[config.mk]
export PLATFORM = sky130hd
export DESIGN_NAME = tga_rle_pixel_decoder_unit_flat
export DESIGN_NICKNAME = d
export VERILOG_FILES = /design/src/tgarle_pkg.sv /design/src/tgarle_if.sv /design/src/tgarle_parser.sv /design/src/tgarle_out_buf.sv /design/src/tga_rle_pixel_decoder_unit.sv /design/src/flat_wrapper.sv
export SDC_FILE = /design/constraint.sdc
export NUM_CORES = 1
export LEC_CHECK = 0
export BUFFER_PORTS_ARGS = -buffer_cell sky130_fd_sc_hd__buf_4
export CAP_MARGIN = 20
export CORE_UTILIZATION = 30
export CTS_CLUSTER_DIAMETER = 30
export DETAILED_ROUTE_END_ITERATION = 8
export GPL_TIMING_DRIVEN = 0
export PLACE_DENSITY = 0.53
export SLEW_MARGIN = 20
export SYNTH_ARGS = -nofsm -noshare
export SYNTH_HDL_FRONTEND = slang
export SYNTH_SLANG_ARGS = --single-unit
[constraint.sdc]
create_clock -name clk -period 20.1 [get_ports clk]
set_input_delay 5.025 -clock clk [delete_from_list [all_inputs] [get_ports clk]]
set_output_delay 5.025 -clock clk [all_outputs]
set_load 0.01 [all_outputs]
[src/tgarle_pkg.sv]
`timescale 1ns / 1ps
// ----------------------------------------------------------------------------
// TGA RLE decoder package
// Shared types and constants of the TGA run-length pixel decoder.
// ----------------------------------------------------------------------------
package tgarle_pkg;

  localparam int unsigned ByteWidth     = 8;
  localparam int unsigned PixelWidth    = 32;
  localparam int unsigned RunWidth      = 8;
  localparam int unsigned DimWidth      = 16;
  localparam int unsigned CountWidth    = 32;
  localparam int unsigned BppWidth      = 3;
  localparam int unsigned CfgIndexWidth = 2;
  localparam int unsigned CfgDataWidth  = 16;

  // Configuration register indexes.
  localparam logic [CfgIndexWidth-1:0] REG_BYTES_PER_PIXEL = 2'd0;
  localparam logic [CfgIndexWidth-1:0] REG_IMAGE_WIDTH     = 2'd1;
  localparam logic [CfgIndexWidth-1:0] REG_IMAGE_HEIGHT    = 2'd2;

  // Reset values of the configuration registers.
  localparam logic [BppWidth-1:0] BPP_RESET    = 3'd4;
  localparam logic [DimWidth-1:0] WIDTH_RESET  = 16'd1;
  localparam logic [DimWidth-1:0] HEIGHT_RESET = 16'd1;

  // Packet header fields.
  localparam logic [ByteWidth-1:0] RUN_FLAG   = 8'h80;
  localparam logic [ByteWidth-1:0] COUNT_MASK = 8'h7F;

  typedef struct packed {
    logic [PixelWidth-1:0] pixel_value;
    logic [RunWidth-1:0]   run_length;
    logic                  end_of_image;
    logic                  overrun;
  } result_t;

endpackage

[src/tgarle_if.sv]
`timescale 1ns / 1ps
// ----------------------------------------------------------------------------
// TGA RLE decoder channels
// Valid/ready channels for the byte stream and the decoded pixel results.
// ----------------------------------------------------------------------------
interface tgarle_byte_if;
  logic       valid;
  logic       ready;
  logic [7:0] data_byte;

  modport source (output valid, output data_byte, input ready);
  modport sink (input valid, input data_byte, output ready);
endinterface

interface tgarle_result_if;
  logic        valid;
  logic        ready;
  logic [31:0] pixel_value;
  logic [7:0]  run_length;
  logic        end_of_image;
  logic        overrun;

  modport source (output valid, output pixel_value, output run_length,
                  output end_of_image, output overrun, input ready);
  modport sink (input valid, input pixel_value, input run_length,
                input end_of_image, input overrun, output ready);
endinterface

[src/tgarle_parser.sv]
`timescale 1ns / 1ps
// ----------------------------------------------------------------------------
// TGA RLE packet parser
// Holds the packet parse state and forms one pixel result per completed pixel.
// ----------------------------------------------------------------------------
module tgarle_parser (
  input  logic                                  clk,
  input  logic                                  rst,
  input  logic                                  accept,
  input  logic [tgarle_pkg::ByteWidth-1:0]      data_byte,
  input  logic                                  bpp_is_3,
  input  logic [tgarle_pkg::CountWidth-1:0]     total,
  output logic                                  res_push,
  output tgarle_pkg::result_t                   res
);

  typedef enum logic {
    PH_HEADER,
    PH_COLOR
  } phase_t;

  phase_t                                  phase;
  logic                                    is_run;
  logic [tgarle_pkg::RunWidth-1:0]         left;
  logic [1:0]                              idx;
  logic [tgarle_pkg::PixelWidth-1:0]       gather;
  logic [tgarle_pkg::CountWidth-1:0]       emitted;

  logic [tgarle_pkg::PixelWidth-1:0]       gather_next;
  logic                                    last_byte;
  logic [tgarle_pkg::RunWidth-1:0]         run_n;
  logic [tgarle_pkg::CountWidth-1:0]       remaining;
  logic [tgarle_pkg::CountWidth-1:0]       run_n_wide;
  logic [tgarle_pkg::RunWidth-1:0]         n_final;
  logic                                    eoi;
  logic [tgarle_pkg::RunWidth-1:0]         left_after;

  always_comb begin
    gather_next = gather | ({24'b0, data_byte} << {idx, 3'b000});
    last_byte   = bpp_is_3 ? (idx >= 2'd2) : (idx == 2'd3);
    run_n       = is_run ? left : 8'd1;
    if (run_n == 8'd0) begin
      run_n = 8'd1;
    end
    remaining   = (emitted < total) ? (total - emitted) : 32'd1;
    run_n_wide  = {24'b0, run_n};
    // A clamped run is shorter than the run itself, so it fits in eight bits.
    n_final     = (run_n_wide > remaining) ? remaining[7:0] : run_n;
    eoi         = (run_n_wide >= remaining);
    left_after  = (left > n_final) ? (left - n_final) : 8'd0;

    res_push         = accept && (phase == PH_COLOR) && last_byte;
    res.pixel_value  = gather_next;
    res.run_length   = n_final;
    res.end_of_image = eoi;
    res.overrun      = eoi && (left_after != 8'd0);
  end

  always_ff @(posedge clk) begin
    if (rst) begin
      phase   <= PH_HEADER;
      is_run  <= 1'b0;
      left    <= '0;
      idx     <= '0;
      gather  <= '0;
      emitted <= '0;
    end else if (accept) begin
      if (phase == PH_HEADER) begin
        is_run <= (data_byte & tgarle_pkg::RUN_FLAG) != 8'd0;
        left   <= (data_byte & tgarle_pkg::COUNT_MASK) + 8'd1;
        idx    <= '0;
        gather <= '0;
        phase  <= PH_COLOR;
      end else if (!last_byte) begin
        gather <= gather_next;
        idx    <= idx + 2'd1;
      end else begin
        gather <= '0;
        idx    <= '0;
        if (eoi) begin
          emitted <= '0;
          left    <= '0;
          phase   <= PH_HEADER;
        end else begin
          emitted <= emitted + run_n_wide;
          left    <= left_after;
          phase   <= (left_after == 8'd0) ? PH_HEADER : PH_COLOR;
        end
      end
    end
  end

  a_overrun_ends_image : assert property (@(posedge clk) disable iff (rst)
    (res_push && res.overrun) |-> res.end_of_image)
    else $error("overrun flagged on a result that does not end the image");

  a_run_nonzero : assert property (@(posedge clk) disable iff (rst)
    res_push |-> (res.run_length != 8'd0))
    else $error("pixel result with zero run length");

  a_eoi_restarts : assert property (@(posedge clk) disable iff (rst)
    (res_push && res.end_of_image) |=> ((emitted == '0) && (phase == PH_HEADER)))
    else $error("pixel count or parse phase not restarted after image end");

endmodule

[src/tgarle_out_buf.sv]
`timescale 1ns / 1ps
// ----------------------------------------------------------------------------
// TGA RLE result buffer
// Two-entry output register with skid entry for the pixel result channel.
// ----------------------------------------------------------------------------
module tgarle_out_buf (
  input  logic                clk,
  input  logic                rst,
  input  logic                push,
  input  tgarle_pkg::result_t push_data,
  output logic                can_take,
  output logic                head_valid,
  input  logic                head_ready,
  output tgarle_pkg::result_t head
);

  tgarle_pkg::result_t tail;
  logic                tail_valid;
  logic                pop;

  assign pop      = head_valid && head_ready;
  assign can_take = !tail_valid;

  always_ff @(posedge clk) begin
    if (rst) begin
      head_valid <= 1'b0;
      tail_valid <= 1'b0;
    end else begin
      if (pop) begin
        if (tail_valid) begin
          head       <= tail;
          tail_valid <= 1'b0;
        end else if (push) begin
          head <= push_data;
        end else begin
          head_valid <= 1'b0;
        end
      end else if (push) begin
        if (!head_valid) begin
          head       <= push_data;
          head_valid <= 1'b1;
        end else begin
          tail       <= push_data;
          tail_valid <= 1'b1;
        end
      end
    end
  end

  a_no_push_when_full : assert property (@(posedge clk) disable iff (rst)
    push |-> !tail_valid)
    else $error("result pushed into a full buffer");

  a_tail_needs_head : assert property (@(posedge clk) disable iff (rst)
    tail_valid |-> head_valid)
    else $error("skid entry held without a head entry");

endmodule

[src/tga_rle_pixel_decoder_unit.sv]
`timescale 1ns / 1ps
// ----------------------------------------------------------------------------
// TGA RLE pixel decoder
// Decodes the run-length packet stream of a true-colour TGA image into pixels.
// ----------------------------------------------------------------------------
// The block takes the RLE payload one byte per transfer on byte_in. Header
// bytes and all colour bytes but the last of a pixel give no result; the
// last colour byte of a pixel gives one transfer on result_out carrying the
// packed colour, its run length, and the end-of-image and overrun flags.
// A run packet gives one result for the whole run; a raw packet gives one
// result of run length one per literal pixel.
//
// A result is registered in the result buffer before it is presented on
// result_out. Throughput: one byte per cycle while byte_in.ready is high,
// set by the combinational parse logic between parse state and result buffer.
//
// The result side has a two-entry buffer (output register plus skid entry),
// so a byte can still be taken while one finished result waits. When the
// receiver stalls and both entries are full, byte_in.ready falls until the
// receiver takes a result; nothing is lost or reordered.
//
// Synchronous reset returns the configuration to 4 bytes per pixel and a 1x1
// image, clears the parse state and pixel count, and empties the buffer.
// The pixel total width*height is registered, so byte_in.ready is held low
// in the cycle after a configuration write while the total catches up.
// ----------------------------------------------------------------------------
module tga_rle_pixel_decoder_unit (
  input  logic                                   clk,
  input  logic                                   rst,
  tgarle_byte_if.sink                            byte_in,
  tgarle_result_if.source                        result_out,
  input  logic                                   cfg_write_en,
  input  logic [tgarle_pkg::CfgIndexWidth-1:0]   cfg_index,
  input  logic [tgarle_pkg::CfgDataWidth-1:0]    cfg_data
);

  // Configuration registers.
  logic [tgarle_pkg::BppWidth-1:0]   bytes_per_pixel;
  logic [tgarle_pkg::DimWidth-1:0]   image_width;
  logic [tgarle_pkg::DimWidth-1:0]   image_height;

  // Registered pixel total; a zero dimension counts as one.
  logic [tgarle_pkg::CountWidth-1:0] total;
  logic [tgarle_pkg::DimWidth-1:0]   width_eff;
  logic [tgarle_pkg::DimWidth-1:0]   height_eff;
  // High in the cycle after a configuration write, while the total is stale.
  logic                              cfg_settle;

  logic                              accept;
  logic                              res_push;
  tgarle_pkg::result_t               res;
  logic                              can_take;
  tgarle_pkg::result_t               head;

  always_ff @(posedge clk) begin
    if (rst) begin
      bytes_per_pixel <= tgarle_pkg::BPP_RESET;
      image_width     <= tgarle_pkg::WIDTH_RESET;
      image_height    <= tgarle_pkg::HEIGHT_RESET;
    end else if (cfg_write_en) begin
      case (cfg_index)
        tgarle_pkg::REG_BYTES_PER_PIXEL: bytes_per_pixel <= cfg_data[2:0];
        tgarle_pkg::REG_IMAGE_WIDTH:     image_width     <= cfg_data;
        tgarle_pkg::REG_IMAGE_HEIGHT:    image_height    <= cfg_data;
        default: begin
          // Writes to unused indexes are ignored.
        end
      endcase
    end
  end

  assign width_eff  = (image_width == '0) ? 16'd1 : image_width;
  assign height_eff = (image_height == '0) ? 16'd1 : image_height;

  // A 16 by 16 product fits the 32-bit pixel count exactly.
  always_ff @(posedge clk) begin
    if (rst) begin
      total      <= 32'd1;
      cfg_settle <= 1'b0;
    end else begin
      total      <= {16'b0, width_eff} * {16'b0, height_eff};
      cfg_settle <= cfg_write_en;
    end
  end

  assign byte_in.ready = can_take && !cfg_settle;
  assign accept        = byte_in.valid && byte_in.ready;

  tgarle_parser u_parser (
    .clk       (clk),
    .rst       (rst),
    .accept    (accept),
    .data_byte (byte_in.data_byte),
    .bpp_is_3  (bytes_per_pixel == 3'd3),
    .total     (total),
    .res_push  (res_push),
    .res       (res)
  );

  tgarle_out_buf u_out_buf (
    .clk        (clk),
    .rst        (rst),
    .push       (res_push),
    .push_data  (res),
    .can_take   (can_take),
    .head_valid (result_out.valid),
    .head_ready (result_out.ready),
    .head       (head)
  );

  assign result_out.pixel_value  = head.pixel_value;
  assign result_out.run_length   = head.run_length;
  assign result_out.end_of_image = head.end_of_image;
  assign result_out.overrun      = head.overrun;

endmodule
[src/flat_wrapper.sv]
// flat-port wrapper written by rule: the top's interface ports become plain ports
module tga_rle_pixel_decoder_unit_flat 
  (clk, rst, cfg_write_en, cfg_index, cfg_data, byte_in_valid, byte_in_data_byte, byte_in_ready, result_out_valid, result_out_pixel_value, result_out_run_length, result_out_end_of_image, result_out_overrun, result_out_ready);
  tgarle_byte_if byte_in_i ();
  tgarle_result_if result_out_i ();
  input  logic clk;
  input  logic rst;
  input  logic cfg_write_en;
  input  logic [tgarle_pkg::CfgIndexWidth-1:0] cfg_index;
  input  logic [tgarle_pkg::CfgDataWidth-1:0] cfg_data;
  input wire logic [$bits(byte_in_i.valid)-1:0] byte_in_valid;
  input wire logic [$bits(byte_in_i.data_byte)-1:0] byte_in_data_byte;
  output wire logic [$bits(byte_in_i.ready)-1:0] byte_in_ready;
  output wire logic [$bits(result_out_i.valid)-1:0] result_out_valid;
  output wire logic [$bits(result_out_i.pixel_value)-1:0] result_out_pixel_value;
  output wire logic [$bits(result_out_i.run_length)-1:0] result_out_run_length;
  output wire logic [$bits(result_out_i.end_of_image)-1:0] result_out_end_of_image;
  output wire logic [$bits(result_out_i.overrun)-1:0] result_out_overrun;
  input wire logic [$bits(result_out_i.ready)-1:0] result_out_ready;
  assign byte_in_i.valid = byte_in_valid;
  assign byte_in_i.data_byte = byte_in_data_byte;
  assign byte_in_ready = byte_in_i.ready;
  assign result_out_valid = result_out_i.valid;
  assign result_out_pixel_value = result_out_i.pixel_value;
  assign result_out_run_length = result_out_i.run_length;
  assign result_out_end_of_image = result_out_i.end_of_image;
  assign result_out_overrun = result_out_i.overrun;
  assign result_out_i.ready = result_out_ready;
  tga_rle_pixel_decoder_unit u_core (.clk(clk), .rst(rst), .byte_in(byte_in_i), .result_out(result_out_i), .cfg_write_en(cfg_write_en), .cfg_index(cfg_index), .cfg_data(cfg_data));
endmodule
==> impl_results.md, run 1 <==
* Status: complete, but fails checks
* Failing checks: design-rule violations
* Area of the mapped netlist at 20,100 sq um
* Setup bufs post-CTS at 0
* Fin. max-slew vios at 0
* R2r worst-path depth at 32
* Switching power at 0.443 mW
* Vias/cell at 4.87
* Iteration-0 DRC Markers at 1,124
* Die area at 68,000 sq um
* Grt met3 use at 2.32%
* Ys async rst share at 0%
* Port Buffers at 71
* Final wirelength at 53,800 um
* Final setup vio count at 0
* Area delta synth->final at 16.4%
* Leakage at 10.4 nW
* Clk buf depth at 3
* Layout cells sized above 1 at 8.21%
* Min-delay src: u_core.u_parser.emitted[7]
* Die Wd at 261 um
* Vias in the first global route at 16,200
* Number of enable flip-flop cells after synthesis at 84
* Antenna viol nets, final at 0
* GR Layer Usage met2 at 26.5%
* GR Overflow Total at 0
* Clock skew at 46.7 ps
* Critical path type: reg2reg
* Nets at 2,825
* Syn_nets at 2,702
* Synth warn at 0
* Seq pwr share at 32.6%
* DR vias at 16,300
* Global Route Usage Sum at 16.0%
* Worst-skew pair later-pin latency at 570 ps
* Min cycle time layout at 8420 ps
* Clock transition at path regs at 50 ps
* Clk root buf: clkbuf_16
* Antenna cells at 0
* Worst r2r dst: u_core.u_out_buf.head[0]
* Cell with the largest stage delay on the worst path: o41ai_1
* CTS Buf Count at 47
* Reg-to-reg critical path startpoint: u_core.u_parser.emitted[13]
* Antenna violations before repair at 1
* # hold bufs at CTS at 0
* Unique masters post-synth at 72
* CTS tree: yes
* Hold Path Stages at 2
* Comb pwr share at 16.7%
* Htree depth at 2
* HPWL Detailed at 43,200 um
* VDD IR max at 0.0560 mV
* Register bit total from synthesis at 230
* Sequential share of the synthesized area at 27.1%
* Post-Syn Instances at 2,310
* Storage element area at 5450 sq um
* # Max-Cap Violations at 0
* Delay-heaviest family, CP: compound AO/OA/AOI/OAI gates
* Top FF cell, synth: dfxtp_1
* Crit-path max cell delay at 820 ps
* Int Power at 1.09 mW
* Wire length of the first global-routing pass at 86,500 um
* GR Util met1 at 21.8%
* Top achievable clock speed at 119 MHz
* Initial Util at 30.4%
* Hold/Removal Path Class: reg2reg
* Pre-CTS WS at 11,750 ps
* Slew @ Worst Pin at 947 ps
* Relative slew slack at 35.3%
* Clk pwr share at 50.7%
* Post-route DRC at 12
* Post_cts resized at 0
* Worst Hold End: u_core.u_parser.emitted[7]
* WP buf/inv at 3
* Pwr Density at 65.5 nW/um^2
* CP dominant cell by count: o21ai_0
* Core Rows at 94
* RSZ-0062 raised after global routing: no
* Largest net degree at the start of global routing at 28
* Reg-to-reg setup timing slack at 11,680 ps
* Setup tns final at 0 ps
* CTS Sinks at 230
* Multi-input gate area at 12,900 sq um
* Period Utilization, post-route at 41.9%
* Hold Vio Cnt, Final at 0
* DRT Pass-1 Iters at 7
* Startpoint type of the worst setup path: register
* Finished Layout Cells at 3,336
* Max FO, Critical Path at 10
* Core area at 66,000 sq um
* Routability cong. at 0.885
* Grt peak-use layer: met2
* Chip height at 261 um
* Critical Path Sink Type: register
* Io pins at 75
* Cell total after placement at 3,248
* Avg Cell Area, Syn at 8.69 sq um
* WL per Instance at 16.1 um
* Sw Ratio at 28.9%
* Hold slack at 478 ps
* Req. time, crit path at 20,380 ps
* Final setup margin at 11,680 ps
* WP data arrival at 8710 ps
* Total Power at 1.53 mW
* FILL cells at 6,824
## placed cells by master (no fill, tap or decap), drive strengths merged, types with 8 or more instances in the layout
| cell | n |
|---|---|
| nand2b | 12 |
| and2 | 91 |
| or4 | 9 |
| o21ai | 55 |
| fa | 197 |
| buf | 88 |
| edfxtp | 84 |
| o211ai | 13 |
| o22ai | 8 |
| nand2 | 308 |
| ha | 164 |
| nand3 | 34 |
| or3 | 8 |
| nor4 | 16 |
| clkbuf | 161 |
| and3 | 12 |
| o21bai | 11 |
| xor2 | 17 |
| nand4 | 22 |
| a31oi | 10 |
| nor2 | 184 |
| a211oi | 10 |
| mux2 | 8 |
| clkinv | 18 |
| o21a | 17 |
| inv | 333 |
| nor2b | 25 |
| dfxtp | 146 |
| nor3 | 57 |
| a21oi | 180 |
| xnor2 | 59 |
| a21o | 27 |
## layout make-up
cell class	instances	area share [%]
multi-input combinational	1635	55.3
clock inverter	33	1.63
timing repair buffer	74	2.46
sequential	230	23.3
tap	864	4.62
buffer	120	2.14
clock buffer	55	5.33
inverter	325	5.22
## synth_stat cells, drive strengths merged (8+ instances only)
cell type | n | area, sq um
a211oi | 10 | 75.1
a21o | 27 | 203
a21oi | 180 | 908
a31oi | 10 | 62.6
and2 | 91 | 569
and3 | 12 | 75.1
buf | 14 | 91.3
clkbuf | 106 | 408
dfxtp | 146 | 2920
edfxtp | 84 | 2520
fa | 197 | 3940
ha | 164 | 2050
inv | 325 | 1220
mux2 | 8 | 113
nand2 | 308 | 1160
nand2b | 12 | 75.1
nand3 | 34 | 170
nand4 | 22 | 144
nor2 | 184 | 693
nor2b | 25 | 156
nor3 | 57 | 285
nor4 | 16 | 100
o211ai | 13 | 97.6
o21a | 17 | 128
o21ai | 55 | 275
o21bai | 11 | 86.3
o22ai | 8 | 50.1
or3 | 8 | 50.1
or4 | 9 | 67.6
xnor2 | 59 | 517
xor2 | 17 | 149
## cell families after synthesis
logic type / share of synthesized area [%]
fa+ha+maj: 29.9
mux: 0.860
compound gates: 11.8
simple gates: 18.5
xor+xnor: 3.31
flops: 27.1
buf+inv: 8.56
## per-stage QoR
step                utilization, %  instance area, sq um
floorplan                        -                 20100
global placement              32.9                 21700
detailed placement            33.0                 21800
CTS                           35.4                 23400
global route                  35.4                 23400
finish                        35.4                 23400
## sequential cells by signal (all words and copies together) (netlist names), 3 cells and up
| register | flops |
|---|---|
| u_core.u_out_buf.tail | 42 |
| u_core.u_parser.left | 8 |
| u_core.u_parser.emitted | 32 |
| u_core.bytes_per_pixel | 3 |
| u_core.u_out_buf.head | 42 |
| u_core.u_parser.gather | 32 |
| u_core.total | 32 |
| u_core.image_width | 16 |
| u_core.image_height | 16 |
## power groups by stage
stage	Combinational [mW]	Clock, mW	Sequential [mW]
floorplan	0.177	0	0.505
global placement	0.250	0	0.508
detailed placement	0.253	0	0.508
CTS	0.254	0.792	0.499
global route	0.285	0.813	0.499
finish	0.255	0.776	0.499
## how the worst max path moves through the flow
| stage | start | endpoint | slack (ps) | depth (start not counted) |
|---|---|---|---|---|
| 4_1_cts | u_core.u_parser.emitted[12] | u_core.u_out_buf.head[0] | 11740 | 32 |
| 3_3_place_gp | rst | u_core.u_out_buf.head[16] | 8870 | 4 |
| 5_1_grt | u_core.u_parser.emitted[12] | u_core.u_out_buf.head[0] | 11080 | 32 |
| 6_report | u_core.u_parser.emitted[13] | u_core.u_out_buf.head[0] | 11680 | 32 |
| 2_1_floorplan | byte_in_valid | u_core.u_out_buf.head[0] | 10810 | 4 |
| 3_5_place_dp | u_core.u_parser.emitted[12] | u_core.u_out_buf.head[0] | 11750 | 32 |
## metal layers
layer	up-vias	share of wire, %
li1	7830	-
met1	7956	45
met2	400	47
met3	71	5.3
met4	0	2.2
met5	-	0
## tightest hold or removal path: cells and delay by family, from the launching register on
kind,cells,cell delay (ps)
and+or+nand+nor,1,50
AOI/OAI and AO/OA,1,60
DFF,1,320
No activity file was read; power rests on OpenSTA's default activity.
==> run 2, diff against run 1 <==
Settings changed: PLACE_DENSITY 0.53 to 0.54.
Clock period 20.1 ns to 6.8 ns, I/O delays scaled along.
==> impl_results.md, run 2 (same netlist as run 1, synthesis figures left out) <==
* Setup tns final at 0 ps (unchanged)
* R2r worst-path depth at 25 (-22%)
* Critical path type: reg2reg
* WL per Instance at 16.3 um (+1.3%)
* WP data arrival at 6970 ps (-1740 ps)
* Reg-to-reg critical path startpoint: u_core.image_width[7]
* GR Overflow Total at 0 (unchanged)
* Fin. max-slew vios at 0 (unchanged)
* Global Route Usage Sum at 16.0% (-0.054 points)
* Top flop regs: u_core.u_out_buf.head (42), u_core.u_out_buf.tail (42)
* Max FO, Critical Path at 9 (-1)
* Reg-to-reg setup timing slack at 260 ps (-11,420 ps)
* Antenna violations before repair at 1 (unchanged)
* Pre-CTS WS at -1570 ps (-13,320 ps)
* Wire length of the first global-routing pass at 86,200 um (-0.35%)
* Chip height at 261 um (unchanged)
* Commonest non-fill, non-tap cell in the layout: inv_1
* Initial Util at 30.4% (unchanged)
* Vias/cell at 4.88 (+0.12%)
* Cell with the largest stage delay on the worst path: fa_1
* Area delta synth->final at 21.2%
* Antenna viol nets, final at 0 (unchanged)
* Clk root buf: clkbuf_16
* CTS tree: yes
* Min-delay src: u_core.image_height[0]
* Largest net degree at the start of global routing at 28 (unchanged)
* Pwr Density at 203 nW/um^2 (+210%)
* Clock skew at 25.8 ps (-20.9 ps)
* Slew @ Worst Pin at 940 ps (-6.27 ps)
* Clock transition at path regs at 50 ps (about the same)
* Die Wd at 261 um (unchanged)
* Period Utilization, post-route at 96.2% (+54 points)
* DRT Pass-1 Iters at 9 (+2)
* Min cycle time layout at 6540 ps (-1880 ps)
* Hold Path Stages at 2 (unchanged)
* Cell total after placement at 3,248 (unchanged)
* Die area at 68,000 sq um (unchanged)
* Final wirelength at 54,800 um (+1.8%)
* FILL cells at 6,702 (-1.8%)
* Req. time, crit path at 7230 ps (-13,150 ps)
* Startpoint type of the worst setup path: register
* Final setup margin at 260 ps (-11,420 ps)
* CTS Buf Count at 49 (+4.3%)
* # Max-Cap Violations at 0 (unchanged)
* CTS Sinks at 230 (unchanged)
* VDD IR max at 0.195 mV (+250%)
* Layout cells sized above 1 at 14.5% (+6.2 points)
* Worst r2r dst: u_core.total[30]
* Commonest cells after routing, fill and taps aside: 324 x inv_1, 306 x nand2_1, 196 x fa_1
* Routability cong. at 0.893 (+0.85%)
* Leakage at 10.9 nW (+4.5%)
* Hold slack at 486 ps (+7.78 ps)
* Hold Vio Cnt, Final at 0 (unchanged)
* Finished Layout Cells at 3,354 (+0.54%)
* Io pins at 75 (unchanged)
* Hold/Removal Path Class: reg2reg
* Core Rows at 94 (unchanged)
* Htree depth at 2 (unchanged)
* Storage element area at 5510 sq um (+1.2%)
* Nets at 2,842 (+0.60%)
* Worst-skew pair later-pin latency at 560 ps (about the same)
* Post-route DRC at 12 (unchanged)
* Final setup vio count at 0 (unchanged)
* Failing checks: design-rule violations
* Antenna cells at 0 (unchanged)
* Worst Hold End: u_core.image_height[0]
* Clk buf depth at 3 (unchanged)
* Iteration-0 DRC Markers at 997 (-11%)
* Relative slew slack at 37.3% (+2.0 points)
* Crit-path max cell delay at 550 ps (-270 ps)
* Critical Path Sink Type: register
* Status: complete, but fails checks
* Multi-input gate area at 13,300 sq um (+2.8%)
* Vias in the first global route at 16,300 (+1.1%)
* Core area at 66,000 sq um (unchanged)
* Top achievable clock speed at 153 MHz (+29%)
* HPWL Detailed at 43,100 um (-0.15%)
* # hold bufs at CTS at 0 (unchanged)
* Port Buffers at 71 (unchanged)
* DR vias at 16,400 (+0.66%)
* CP dominant cell by count: fa_1
==> run 2: cell count changes in the layout (fill, tap and decap cells not counted), sizes merged <==
cell,before,now
clkinvlp,3,6
bufinv,4,10
clkinv,18,8
inv,333,340
clkbuf,161,124
buf,88,137
==> run 2: layout make-up <==
| type | count | share of cell area [%] |
|---|---|---|
| flip-flops and latches | 230 | 22.6 |
| clock buffers | 52 | 5.17 |
| inverters | 325 | 5.01 |
| clock inverters | 39 | 2.32 |
| multi-input cells | 1635 | 54.6 |
| well taps | 864 | 4.44 |
| repair buffers | 117 | 3.69 |
| plain buffers | 92 | 2.13 |
==> run 2: through the flow <==
| step | area, sq um | utilization (%) | power, mW |
|---|---|---|---|
| global placement | 21700 | 32.9 | 2.24 |
| detailed placement | 21800 | 33.0 | 2.24 |
| floorplan | 20100 | - | 2.02 |
| CTS | 23800 | 36.1 | 4.94 |
| global route | 24300 | 36.9 | 5.14 |
| finish | 24300 | 36.9 | 4.95 |
==> run 2: worst max path at each step <==
stage,startpoint,to,slack (ps),depth (start not counted)
final,u_core.image_width[7],u_core.total[30],260,25
after global routing,u_core.image_width[7],u_core.total[30],-70,25
after CTS,u_core.u_parser.emitted[19],u_core.u_parser.left[5],4,35
after detailed placement,u_core.u_parser.emitted[13],u_core.u_out_buf.head[0],-1570,32
after global placement,u_core.u_parser.emitted[13],u_core.u_out_buf.head[0],-1470,32
after floorplan,u_core.u_parser.emitted[25],u_core.u_out_buf.head[0],240,31
==> run 2: worst max-delay path: cells and delay by family (launching register included) <==
| kind | cells | cell delay [ps] |
|---|---|---|
| AOI/OAI and AO/OA | 8 | 1440 |
| muxes | 1 | 270 |
| DFF | 1 | 400 |
| buffers and inverters | 4 | 340 |
| adders and majority gates | 7 | 3210 |
| and+or+nand+nor | 5 | 780 |
==> run 2: layer usage <==
metal / vias up / part of all wire, % / GRT usage, % / routed length, um
li1: 7859 / - / - / -
met1: 8049 / 45 / 21.2 / 24600
met2: 376 / 48 / 26.8 / 26300
met3: 78 / 4.7 / 2.43 / 2560
met4: 2 / 2.4 / 4.61 / 1330
met5: - / 0.024 / 0 / 13
==> run 2: where the power goes <==
group          total, mW  switching (mW)  internal [mW]
clock               2.60           0.851           1.75
combinational      0.856           0.503          0.353
sequential          1.49          0.0330           1.45
total               4.95            1.39           3.56
==> run 2: timing repair <==
| item | 4_1_cts | 5_1_grt |
|---|---|---|
| buffers inserted | 16 | 27 |
| gates resized for setup | 70 | 126 |
| pin swaps | 14 | 30 |
| cloned | 0 | 0 |
| setup endpoints to repair | 20 | 18 |
